$ cat src/design/tla_pkg.sv
package tla_pkg;

    // input field widths
    localparam int KIND_W = 2;
    localparam int COL_W  = 6;
    localparam int ROW_W  = 6;

    // operation codes
    localparam logic [KIND_W-1:0] KIND_WRITE   = 2'd0;
    localparam logic [KIND_W-1:0] KIND_READ    = 2'd1;
    localparam logic [KIND_W-1:0] KIND_ADVANCE = 2'd2;
    localparam logic [KIND_W-1:0] KIND_CLEAR   = 2'd3;

    // neighbor count and life rule
    localparam int              CNT_W       = 4;
    localparam logic [CNT_W-1:0] BIRTH_COUNT = 4'd3;
    localparam logic [CNT_W-1:0] KEEP_COUNT  = 4'd2;

    typedef struct packed {
        logic [KIND_W-1:0] kind;
        logic [COL_W-1:0]  col;
        logic [ROW_W-1:0]  row;
        logic              alive_in;
    } t_item;

    typedef struct packed {
        logic       alive_out;
        logic [1:0] transition;
    } t_result;

    // one line-buffer slot: one row back and two rows back
    typedef struct packed {
        logic top;
        logic mid;
    } t_tap;

    // one column of the 3x3 window
    typedef struct packed {
        logic top;
        logic mid;
        logic bot;
    } t_column;

endpackage

$ cat src/design/tla_cell.sv
module tla_cell (
    input  logic          i_clk,
    input  logic          i_shift,
    input  tla_pkg::t_tap i_tap,
    output tla_pkg::t_tap o_tap
);

    tla_pkg::t_tap r_tap;

    // hand the pair on to the next cell on every stream step
    always_ff @(posedge i_clk) begin
        if (i_shift) begin
            r_tap <= i_tap;
        end
    end

    assign o_tap = r_tap;

endmodule

$ cat src/design/tla_stencil.sv
module tla_stencil #(
    parameter int LINE_LEN = 66
) (
    input  logic i_clk,
    input  logic i_shift,
    input  logic i_bit,
    output logic o_next
);

    tla_pkg::t_tap    w_in  [LINE_LEN];
    tla_pkg::t_tap    w_out [LINE_LEN];
    tla_pkg::t_column w_now;
    tla_pkg::t_column r_w1;
    tla_pkg::t_column r_w2;
    logic [tla_pkg::CNT_W-1:0] w_cnt;

    // chain of line-buffer cells, last one feeds the second line back in
    for (genvar k = 0; k < LINE_LEN; k++) begin : g_cell
        if (k == 0) begin : g_head
            assign w_in[k].mid = i_bit;
            assign w_in[k].top = w_out[LINE_LEN-1].mid;
        end else begin : g_body
            assign w_in[k] = w_out[k-1];
        end
        tla_cell u_cell (
            .i_clk   (i_clk),
            .i_shift (i_shift),
            .i_tap   (w_in[k]),
            .o_tap   (w_out[k])
        );
    end

    // newest window column: two rows back, one row back, incoming bit
    assign w_now.top = w_out[LINE_LEN-1].top;
    assign w_now.mid = w_out[LINE_LEN-1].mid;
    assign w_now.bot = i_bit;

    // older window columns
    always_ff @(posedge i_clk) begin
        if (i_shift) begin
            r_w1 <= w_now;
            r_w2 <= r_w1;
        end
    end

    // eight neighbors of the window center
    assign w_cnt = tla_pkg::CNT_W'(w_now.top) + tla_pkg::CNT_W'(w_now.mid)
                 + tla_pkg::CNT_W'(w_now.bot) + tla_pkg::CNT_W'(r_w1.top)
                 + tla_pkg::CNT_W'(r_w1.bot)  + tla_pkg::CNT_W'(r_w2.top)
                 + tla_pkg::CNT_W'(r_w2.mid)  + tla_pkg::CNT_W'(r_w2.bot);

    // b3/s23 rule
    assign o_next = (w_cnt == tla_pkg::BIRTH_COUNT)
                  | ((w_cnt == tla_pkg::KEEP_COUNT) & r_w1.mid);

endmodule

$ cat config.mk
export PLATFORM = sky130hd
export DESIGN_NAME = tla_stencil
export DESIGN_NICKNAME = d
export VERILOG_FILES = /design/src/design/tla_pkg.sv /design/src/design/tla_cell.sv /design/src/design/tla_stencil.sv
export SDC_FILE = /design/constraint.sdc
export NUM_CORES = 1
export LEC_CHECK = 0
export BUFFER_PORTS_ARGS = -buffer_cell sky130_fd_sc_hd__buf_2
export CORE_ASPECT_RATIO = 0.8
export CORE_UTILIZATION = 55
export DETAILED_ROUTE_END_ITERATION = 7
export HOLD_SLACK_MARGIN = 0.1
export PLACE_DENSITY = 0.83
export SLEW_MARGIN = 25
export SYNTH_ARGS = -nofsm -noshare
export SYNTH_HDL_FRONTEND = slang
export SYNTH_SLANG_ARGS = --single-unit
$ cat constraint.sdc
create_clock -name i_clk -period 3.5 [get_ports i_clk]
set_input_delay 0.35 -clock i_clk [delete_from_list [all_inputs] [get_ports i_clk]]
set_output_delay 0.35 -clock i_clk [all_outputs]
set_load 0.05 [all_outputs]
Yosys cells after proc, flatten, opt, wreduce, memory -nomap -nowiden

Cells that the tools add are included.

Register bits after elaboration: 134
Memory bits (read-only): 0
Memories: 0
Word-level logic and storage cells: 145
Bits in latches: 0
RAM bits: 0
Bits of input ports: 3

Add/subtract/negate cells: 7
Reduce and logical (&&, ||, !) cells: 0
$mul: 0
Bitwise gates (word level): 2
$lt $le $gt $ge: 0
Mux-type cells: 0
Shift operators: 0
Divide/modulo/power cells: 0
Equal/unequal tests: 2

Operator list:

| operator             | count |
|---|---|
| $add A4 B1 Y4        | 4 |
| $eq A4 B2 Y1 const B | 2 |
| $add A3 B1 Y4        | 1 |
| $add A2 B1 Y3        | 1 |
| $add A1 B1 Y2        | 1 |
| $and A1 B1 Y1        | 1 |
| $or A1 B1 Y1         | 1 |

Logic depth before layout (Yosys ltp)

Gate-level depths: netlist (run 1).

Depth after elaboration: 10
Gate-level depth with buffers: 9
Gate-level depth less buffers: 9

By module

From an unflattened synthesis (run 1), not the netlist that was laid out.

Cells, all modules: 161
Area, all modules: 4344.2 µm²

By module, submodules not included:

| module      | cells an instance | instances | area an instance (µm²) |
|---|---|---|---|
| tla_cell    | 2                 | 66        | 60.1 |
| tla_stencil | 29                | 1         | 380.4 |

Least setup slack after synthesis (run 1)

OpenSTA, ideal clock, no wires.

Path kind: in2out
From: input port i_bit
To: output port o_next
Arrival time: 3.481 ns
Setup slack: -0.331 ns
Required time: 3.150 ns
Stages: 9
Path buffers: 0
Cell sequence: inv_1 > fa_1 > fa_1 > fa_1 > inv_1 > ha_1 > fa_1 > or2_0 > a21oi_1

Word-level cells in the longest chain between the ends: 9

RTL lines:

| element                        | RTL line          | source |
|---|---|---|
| from (decl)                    | tla_stencil.sv:6  | `input logic i_bit,` |
| $add A2 B1 Y3 (*)              | tla_stencil.sv:48 | `+ tla_pkg::CNT_W'(w_now.bot) + tla_pkg::CNT_W'(r_w1.top)` |
| $add A3 B1 Y4 (*)              | tla_stencil.sv:48 |  |
| $add A4 B1 Y4 (*) (2 in a row) | tla_stencil.sv:49 | `+ tla_pkg::CNT_W'(r_w1.bot) + tla_pkg::CNT_W'(r_w2.top)` |
| $add A4 B1 Y4 (*) (2 in a row) | tla_stencil.sv:50 | `+ tla_pkg::CNT_W'(r_w2.mid) + tla_pkg::CNT_W'(r_w2.bot);` |
| $eq A4 B2 Y1                   | tla_stencil.sv:54 | `\| ((w_cnt == tla_pkg::KEEP_COUNT) & r_w1.mid);` |
| $and A1 B1 Y1                  | tla_stencil.sv:54 |  |
| $or A1 B1 Y1 (*)               | tla_stencil.sv:54 |  |
| to (decl)                      | tla_stencil.sv:7  | `output logic o_next` |

Mark *: on every way between the ends. The rest lies on a longest branch, timed or not.

Worst setup path in the final report (run 1)

From: register r_w1[2] in the netlist's numbering
To: output port o_next

Word-level cells in the longest chain between the ends: 8

RTL lines:

| element                        | RTL line          | source |
|---|---|---|
| from (decl)                    | tla_stencil.sv:13 | `tla_pkg::t_column r_w1;` |
| from (signal assigned)         | tla_stencil.sv:41 | `r_w1 <= w_now;` |
| $add A3 B1 Y4 (*)              | tla_stencil.sv:48 |  |
| $add A4 B1 Y4 (*) (2 in a row) | tla_stencil.sv:49 |  |
| $add A4 B1 Y4 (*) (2 in a row) | tla_stencil.sv:50 |  |
| $eq A4 B2 Y1                   | tla_stencil.sv:54 |  |
| $and A1 B1 Y1                  | tla_stencil.sv:54 |  |
| $or A1 B1 Y1 (*)               | tla_stencil.sv:54 |  |

Marks and branches as above.

==> flow_metrics.tcl, run 1 <==
set metrics [dict create \
    yosys.area_share.simple_pct 0.268 \
    required_ns 3.15 \
    vias 1442 \
    reg2reg_slack_ns 2.58 \
    cts_root_buffer "clkbuf_8" \
    critPathBufInv 3 \
    combinationalPowerShare_pct 4.2 \
    seqPwrFrac_pct 49.6 \
    tightestPinTransition_ns 0.737 \
    synth_common_cells "edfxtp_1 (134), inv_1 (11), fa_1 (4)" \
    grt_util_all_layers_pct 15.2 \
    fmax_ghz 0.260 \
    die_w_um 99.8 \
    cts_tree "done" \
    netSwitchingPower_uw 750 \
    gp_congestion 0.682 \
    antenna_cells 0 \
    area_growth_pct 19.9 \
    max-vdd-ir-drop_v 0.000457 \
    clock-sinks 134 \
    synth_compound_area_share_pct 0.357 \
    critPathKind "reg2out" \
    insertion_delay_ns 0.50 \
    worstSetupEndpointType "primary output" \
    rows 28 \
    port_buffers 3 \
    rsz0062_at_grt "true" \
    die_area_um2 8010 \
    yosysWarningCount 0 \
    fp.dieH_um 80.2 \
    instances_no_fill 301 \
    power.internal_mw 3.08 \
    cp_max_fo 2 \
    rr_worst_depth 2 \
    async_flop_share_pct 0 \
    finalSetupViolCount 1 \
    p_leak_nw 1.75 \
    hold_path_end "g_cell[23].u_cell.o_tap[1]$_DFFE_PP_" \
    first_pass_iters 4 \
    whs_path_depth 0 \
    ant_nets 0 \
    fin_crit_ns 3.85 \
    synth.most_common_cell "edfxtp_1" \
    synth_xor_area_share_pct 0 \
    h-tree-depth 4 \
    synth-edff-count 134 \
    synth_top_family_by_area "adder cells" \
    grt_pass1_vias 1436 \
    critical_path.top_delay_family "adder cells" \
    syn_avg_cell_area_um2 26.8 \
    design_area_um2 5050 \
    syn_area_um2 4210 \
    crit_arrival_ns 3.50 \
    worstSetupStartpointType "register" \
    cpMostUsedCell "fa_1" \
    min_period_over_period_pct 110 \
    relSlewSlack_pct 50.9 \
    synth-seq-area-share_pct 95.6 \
    synth_cell_types 8 \
    skew_ns 0.00537 \
    synth-adder-area-share_pct 2.79 \
    placed_cell_area_um2 4390 \
    hp-start "g_cell[22].u_cell.o_tap[1]$_DFFE_PP_" \
    ys_top_cells_by_area "edfxtp_1 (96%), fa_1 (1.9%), inv_1 (0.98%), ha_1 (0.89%), a21oi_1 (0.24%)" \
    hold_path_class "reg2reg" \
    r2r_start "r_w1[2]$_DFFE_PP_" \
    dp_hpwl_um 2310 \
    synthCells 157 \
    crit_chain "inv_2, fa_1, fa_1, fa_1, inv_2, ha_4, fa_2, or2_4, a21oi_4, buf_8" \
    power_density_nw_per_um2 759 \
    clkPwrFrac_pct 46.3 \
    drv_slew 0 \
    setup_ws_ns -0.346 \
    core_area_um2 7390 \
    maxCapViolCount 0 \
    final_nets 193 \
    finalHoldViolCount 0 \
    reg2reg_to "r_w2[2]$_DFFE_PP_" \
    drt_first_iter_violations 97 \
    io_pins 4 \
    antenna_found_initial 0 \
    synth_mux_area_share_pct 0 \
    path_clk_slew_ns 0.06 \
    place_inst 266 \
    grt_max_degree 76 \
    ys_seq_elements 134 \
    ys.flop_type "edfxtp_1" \
    violations "setup timing" \
    yosysTopAreaCell "edfxtp_1" \
    synth_nets 167 \
    routedWlPerCell_um 17.2 \
    netlist.area_leader.share_pct 95.6 \
    clk_path_buf_depth 2 \
    power.total_mw 3.83 \
    cts_made_buffers 17 \
    cp_slowest_stage_delay_ns 0.51 \
    switching_share_pct 19.6 \
    status "finished with violations" \
    grt_pass1_wl_um 8120 \
    wl_um 5160 \
    drive_gt1_share_pct 21.9 \
    drc 0 \
    start_util_pct 56.9 \
    routed_via_density 4.79 \
    crit_slowest_cell "fa_1" \
    grt-ovfl-total 0 \
]
-- registers in the layout, indices dropped and copies added, names as in the netlist --
| register | count |
|---|---|
| g_cell.u_cell.o_tap | 130 |
| r_w1 | 2 |
| r_w2 | 2 |
-- layout make-up --
class	count	area [um^2]
fill	438	2350
sequential	134	4020
timing repair buffer	7	72.6
clock buffer	18	418
clock inverter	14	183
tap	105	131
inverter	11	41.3
multi-input combinational	12	176
-- per-layer routing --
| metal | wire length (um) | track usage, % | vias up | share of wire, % |
|---|---|---|---|---|
| met1 | 2580 | 21.7 | 743 | 50 |
| met3 | 185 | 7.66 | 8 | 3.6 |
| met2 | 2330 | 19.7 | 23 | 45 |
| met4 | 61 | 6.62 | 0 | 1.2 |
| li1 | - | - | 668 | - |
| met5 | 0 | 0 | - | 0 |
-- timing repair --
action,in CTS,in global routing
buffers inserted,1,1
setup endpoints to repair,1,1
hold buffers,1,0
resized for setup,12,1
endpoints found under the hold margin,1,0
pin swaps,6,2
-- power groups by stage --
| stage | Combinational (mW) | Clock, mW | Sequential (mW) |
|---|---|---|---|
| after floorplan | 0.0696 | 0 | 1.91 |
| after global placement | 0.107 | 0 | 1.93 |
| after detailed placement | 0.123 | 0 | 1.93 |
| after CTS | 0.152 | 1.81 | 1.90 |
| after global routing | 0.173 | 1.88 | 1.91 |
| final | 0.159 | 1.77 | 1.90 |
-- worst max path at each step --
| stage | start | end | slack, ns | depth (start not counted) |
|---|---|---|---|---|
| 4_1_cts | r_w1[2]$_DFFE_PP_ | o_next | -0.39 | 10 |
| 2_1_floorplan | i_bit | o_next | 0.05 | 9 |
| 5_1_grt | r_w1[2]$_DFFE_PP_ | o_next | -0.45 | 10 |
| 6_report | r_w1[2]$_DFFE_PP_ | o_next | -0.35 | 10 |
| 3_5_place_dp | i_bit | o_next | -0.24 | 11 |
| 3_3_place_gp | i_bit | o_next | -0.11 | 11 |
-- cell usage in the layout, fill, tap and decap left out, drive strengths merged, types with 2 or more instances in the layout --
cell,instances
a21oi,2
buf,6
bufinv,4
clkbuf,18
clkinv,6
clkinvlp,3
edfxtp,134
fa,4
ha,3
inv,12
-- worst reg2reg max path: cells and delay by family (launching register included) --
| kind | cells | cell delay, ns |
|---|---|---|
| flip-flops | 1 | 0.40 |
| buffers and inverters | 2 | 0.28 |
-- through the flow --
stage | util (%) | TNS [ns] | worst slack, ns | hold WS (ns)
6_report | 68.3 | -0.346 | -0.346 | 0.415
5_1_grt | 68.3 | -0.452 | -0.452 | 0.420
4_1_cts | 68.1 | -0.385 | -0.385 | 0.415
3_5_place_dp | 59.4 | -0.242 | -0.242 | 0.405
3_3_place_gp | 59.4 | -0.109 | -0.109 | 0.405
2_1_floorplan | - | 0 | 0.0530 | 0.400
-- cell families after synthesis --
kind of cell / after synthesis
adder cells (fa/ha/maj): 7
AO/OA/AOI/OAI: 3
flip-flops: 134
AND/OR/NAND/NOR: 2
buffers and inverters: 11
(Power assumes the default switching activity.)
==> run 2: changes to the inputs <==
--- a/config.mk
+++ b/config.mk
@@ -10,6 +10,7 @@
 export CORE_UTILIZATION = 55
 export DETAILED_ROUTE_END_ITERATION = 7
 export HOLD_SLACK_MARGIN = 0.1
+export MAX_ROUTING_LAYER = met4
 export PLACE_DENSITY = 0.83
 export SLEW_MARGIN = 25
 export SYNTH_ARGS = -nofsm -noshare
==> flow_metrics.tcl, run 2 (synthesized netlist as in run 1, its figures left out) <==
set metrics [dict create \
    status "finished with violations" \
    violations "setup timing" \
    grt-ovfl-total 0 \
    h-tree-depth 4 \
    antenna_cells 0 \
    instances_no_fill 301 \
    fillers 438 \
    worstSetupEndpointType "primary output" \
    grt_util_all_layers_pct 15.7 \
    cp_max_fo 2 \
    required_ns 3.15 \
    port_buffers 3 \
    drc 0 \
    dp_hpwl_um 2310 \
    drt_first_iter_violations 121 \
    finalHoldViolCount 0 \
    mostFrequentLayoutCells "edfxtp_1 (134), clkbuf_16 (16), inv_1 (8), bufinv_16 (4)" \
    ant_nets 0 \
    hold_path_end "g_cell[33].u_cell.o_tap[0]$_DFFE_PP_" \
    worstSetupStartpointType "register" \
    first_pass_iters 4 \
    vias 1456 \
    power_density_nw_per_um2 760 \
    place_inst 266 \
    relSlewSlack_pct 50.6 \
    fin_hold_ws_ns 0.415 \
    largest_register_ffs 130 \
    cpMostUsedCell "fa_1" \
    maxCapViolCount 0 \
    final_common_cell "edfxtp_1" \
    fp.dieH_um 80.2 \
    cts_tree "done" \
    placed_cell_area_um2 4390 \
    final_nets 193 \
    multi_input_area_um2 176 \
    routedWlPerCell_um 17.3 \
    hold_path_class "reg2reg" \
    fmax_ghz 0.260 \
    gp_congestion 0.689 \
    grt_max_degree 76 \
    wl_um 5210 \
    finalSetupViolCount 1 \
    whs_path_depth 0 \
    cts_made_buffers 17 \
    insertion_delay_ns 0.50 \
    rows 28 \
    grt_pass1_vias 1438 \
    r2r_start "r_w1[2]$_DFFE_PP_" \
    min_period_over_period_pct 110 \
    area_growth_pct 19.9 \
    routed_via_density 4.84 \
    rsz0062_at_grt "true" \
    crit_chain "inv_2, fa_1, fa_1, fa_1, inv_2, ha_4, fa_2, or2_4, a21oi_4, buf_8" \
    tightestPinTransition_ns 0.741 \
    drive_gt1_share_pct 21.9 \
    cts_root_buffer "clkbuf_8" \
    start_util_pct 56.9 \
    path_clk_slew_ns 0.06 \
    hp-start "g_cell[32].u_cell.o_tap[0]$_DFFE_PP_" \
    reg2reg_to "r_w2[2]$_DFFE_PP_" \
    power.total_mw 3.83 \
    final_core_utilization_pct 68.3 \
    antenna_found_initial 0 \
    final.setup.tns_ns -0.343 \
    clk_path_buf_depth 2 \
    grt_pass1_wl_um 8110 \
    fin_crit_ns 3.84 \
    io_pins 4 \
    clock-sinks 134 \
    rr_worst_depth 2 \
    critPathKind "reg2out" \
    setup_ws_ns -0.343 \
    place_ws_ns -0.242 \
    die_w_um 99.8 \
    crit_slowest_cell "fa_1" \
    p_leak_nw 1.75 \
    drv_slew 0 \
    core_area_um2 7390 \
    skew_ns 0.00619 \
    reg2reg_slack_ns 2.59 \
    die_area_um2 8010 \
    crit_arrival_ns 3.49 \
    design_area_um2 5050 \
    register_area_um2 4020 \
    max-vdd-ir-drop_v 0.000457 \
    cp_slowest_stage_delay_ns 0.51 \
]
[run 2: final cells by class]
type / count / area share [%]
multi-input cells: 12 / 3.50
flip-flops and latches: 134 / 79.7
clock inverters: 14 / 3.62
repair buffers: 7 / 1.44
inverters: 11 / 0.818
well taps: 105 / 2.60
clock buffers: 18 / 8.28
[run 2: worst max path at each step]
stage	from	to	slack, ns	depth (start not counted)
after CTS	r_w1[2]$_DFFE_PP_	o_next	-0.39	10
after detailed placement	i_bit	o_next	-0.24	11
after floorplan	i_bit	o_next	0.05	9
final	r_w1[2]$_DFFE_PP_	o_next	-0.34	10
after global placement	i_bit	o_next	-0.11	11
after global routing	r_w1[2]$_DFFE_PP_	o_next	-0.45	10
[run 2: power by group]
| part | switching, mW | internal, mW | leakage [nW] |
|---|---|---|---|
| sequential | 0.0291 | 1.87 | 1.31 |
| clock | 0.626 | 1.15 | 0.286 |
| combinational | 0.0979 | 0.0614 | 0.157 |
[run 2: worst max-delay path: cells and delay by family (launching register included)]
family / cells / cell delay, ns
compound gates: 1 / 0.13
simple gates: 1 / 0.27
flops: 1 / 0.40
buf+inv: 3 / 0.29
fa+ha+maj: 5 / 1.90
[run 2: per-layer routing]
| layer | part of all wire [%] | GRT usage (%) |
|---|---|---|
| met5 | 0 | - |
| met4 | 1.7 | 7.94 |
| met1 | 50 | 21.8 |
| met2 | 45 | 19.7 |
| met3 | 3.4 | 7.05 |
[run 2: what timing repair did]
item | CTS | global route
endpoints found under the hold margin | 1 | 0
buffers inserted | 1 | 1
hold buffers | 1 | 0
pin swaps | 6 | 2
resized for setup | 12 | 1
gates cloned | 0 | 0
setup endpoints to repair | 1 | 1
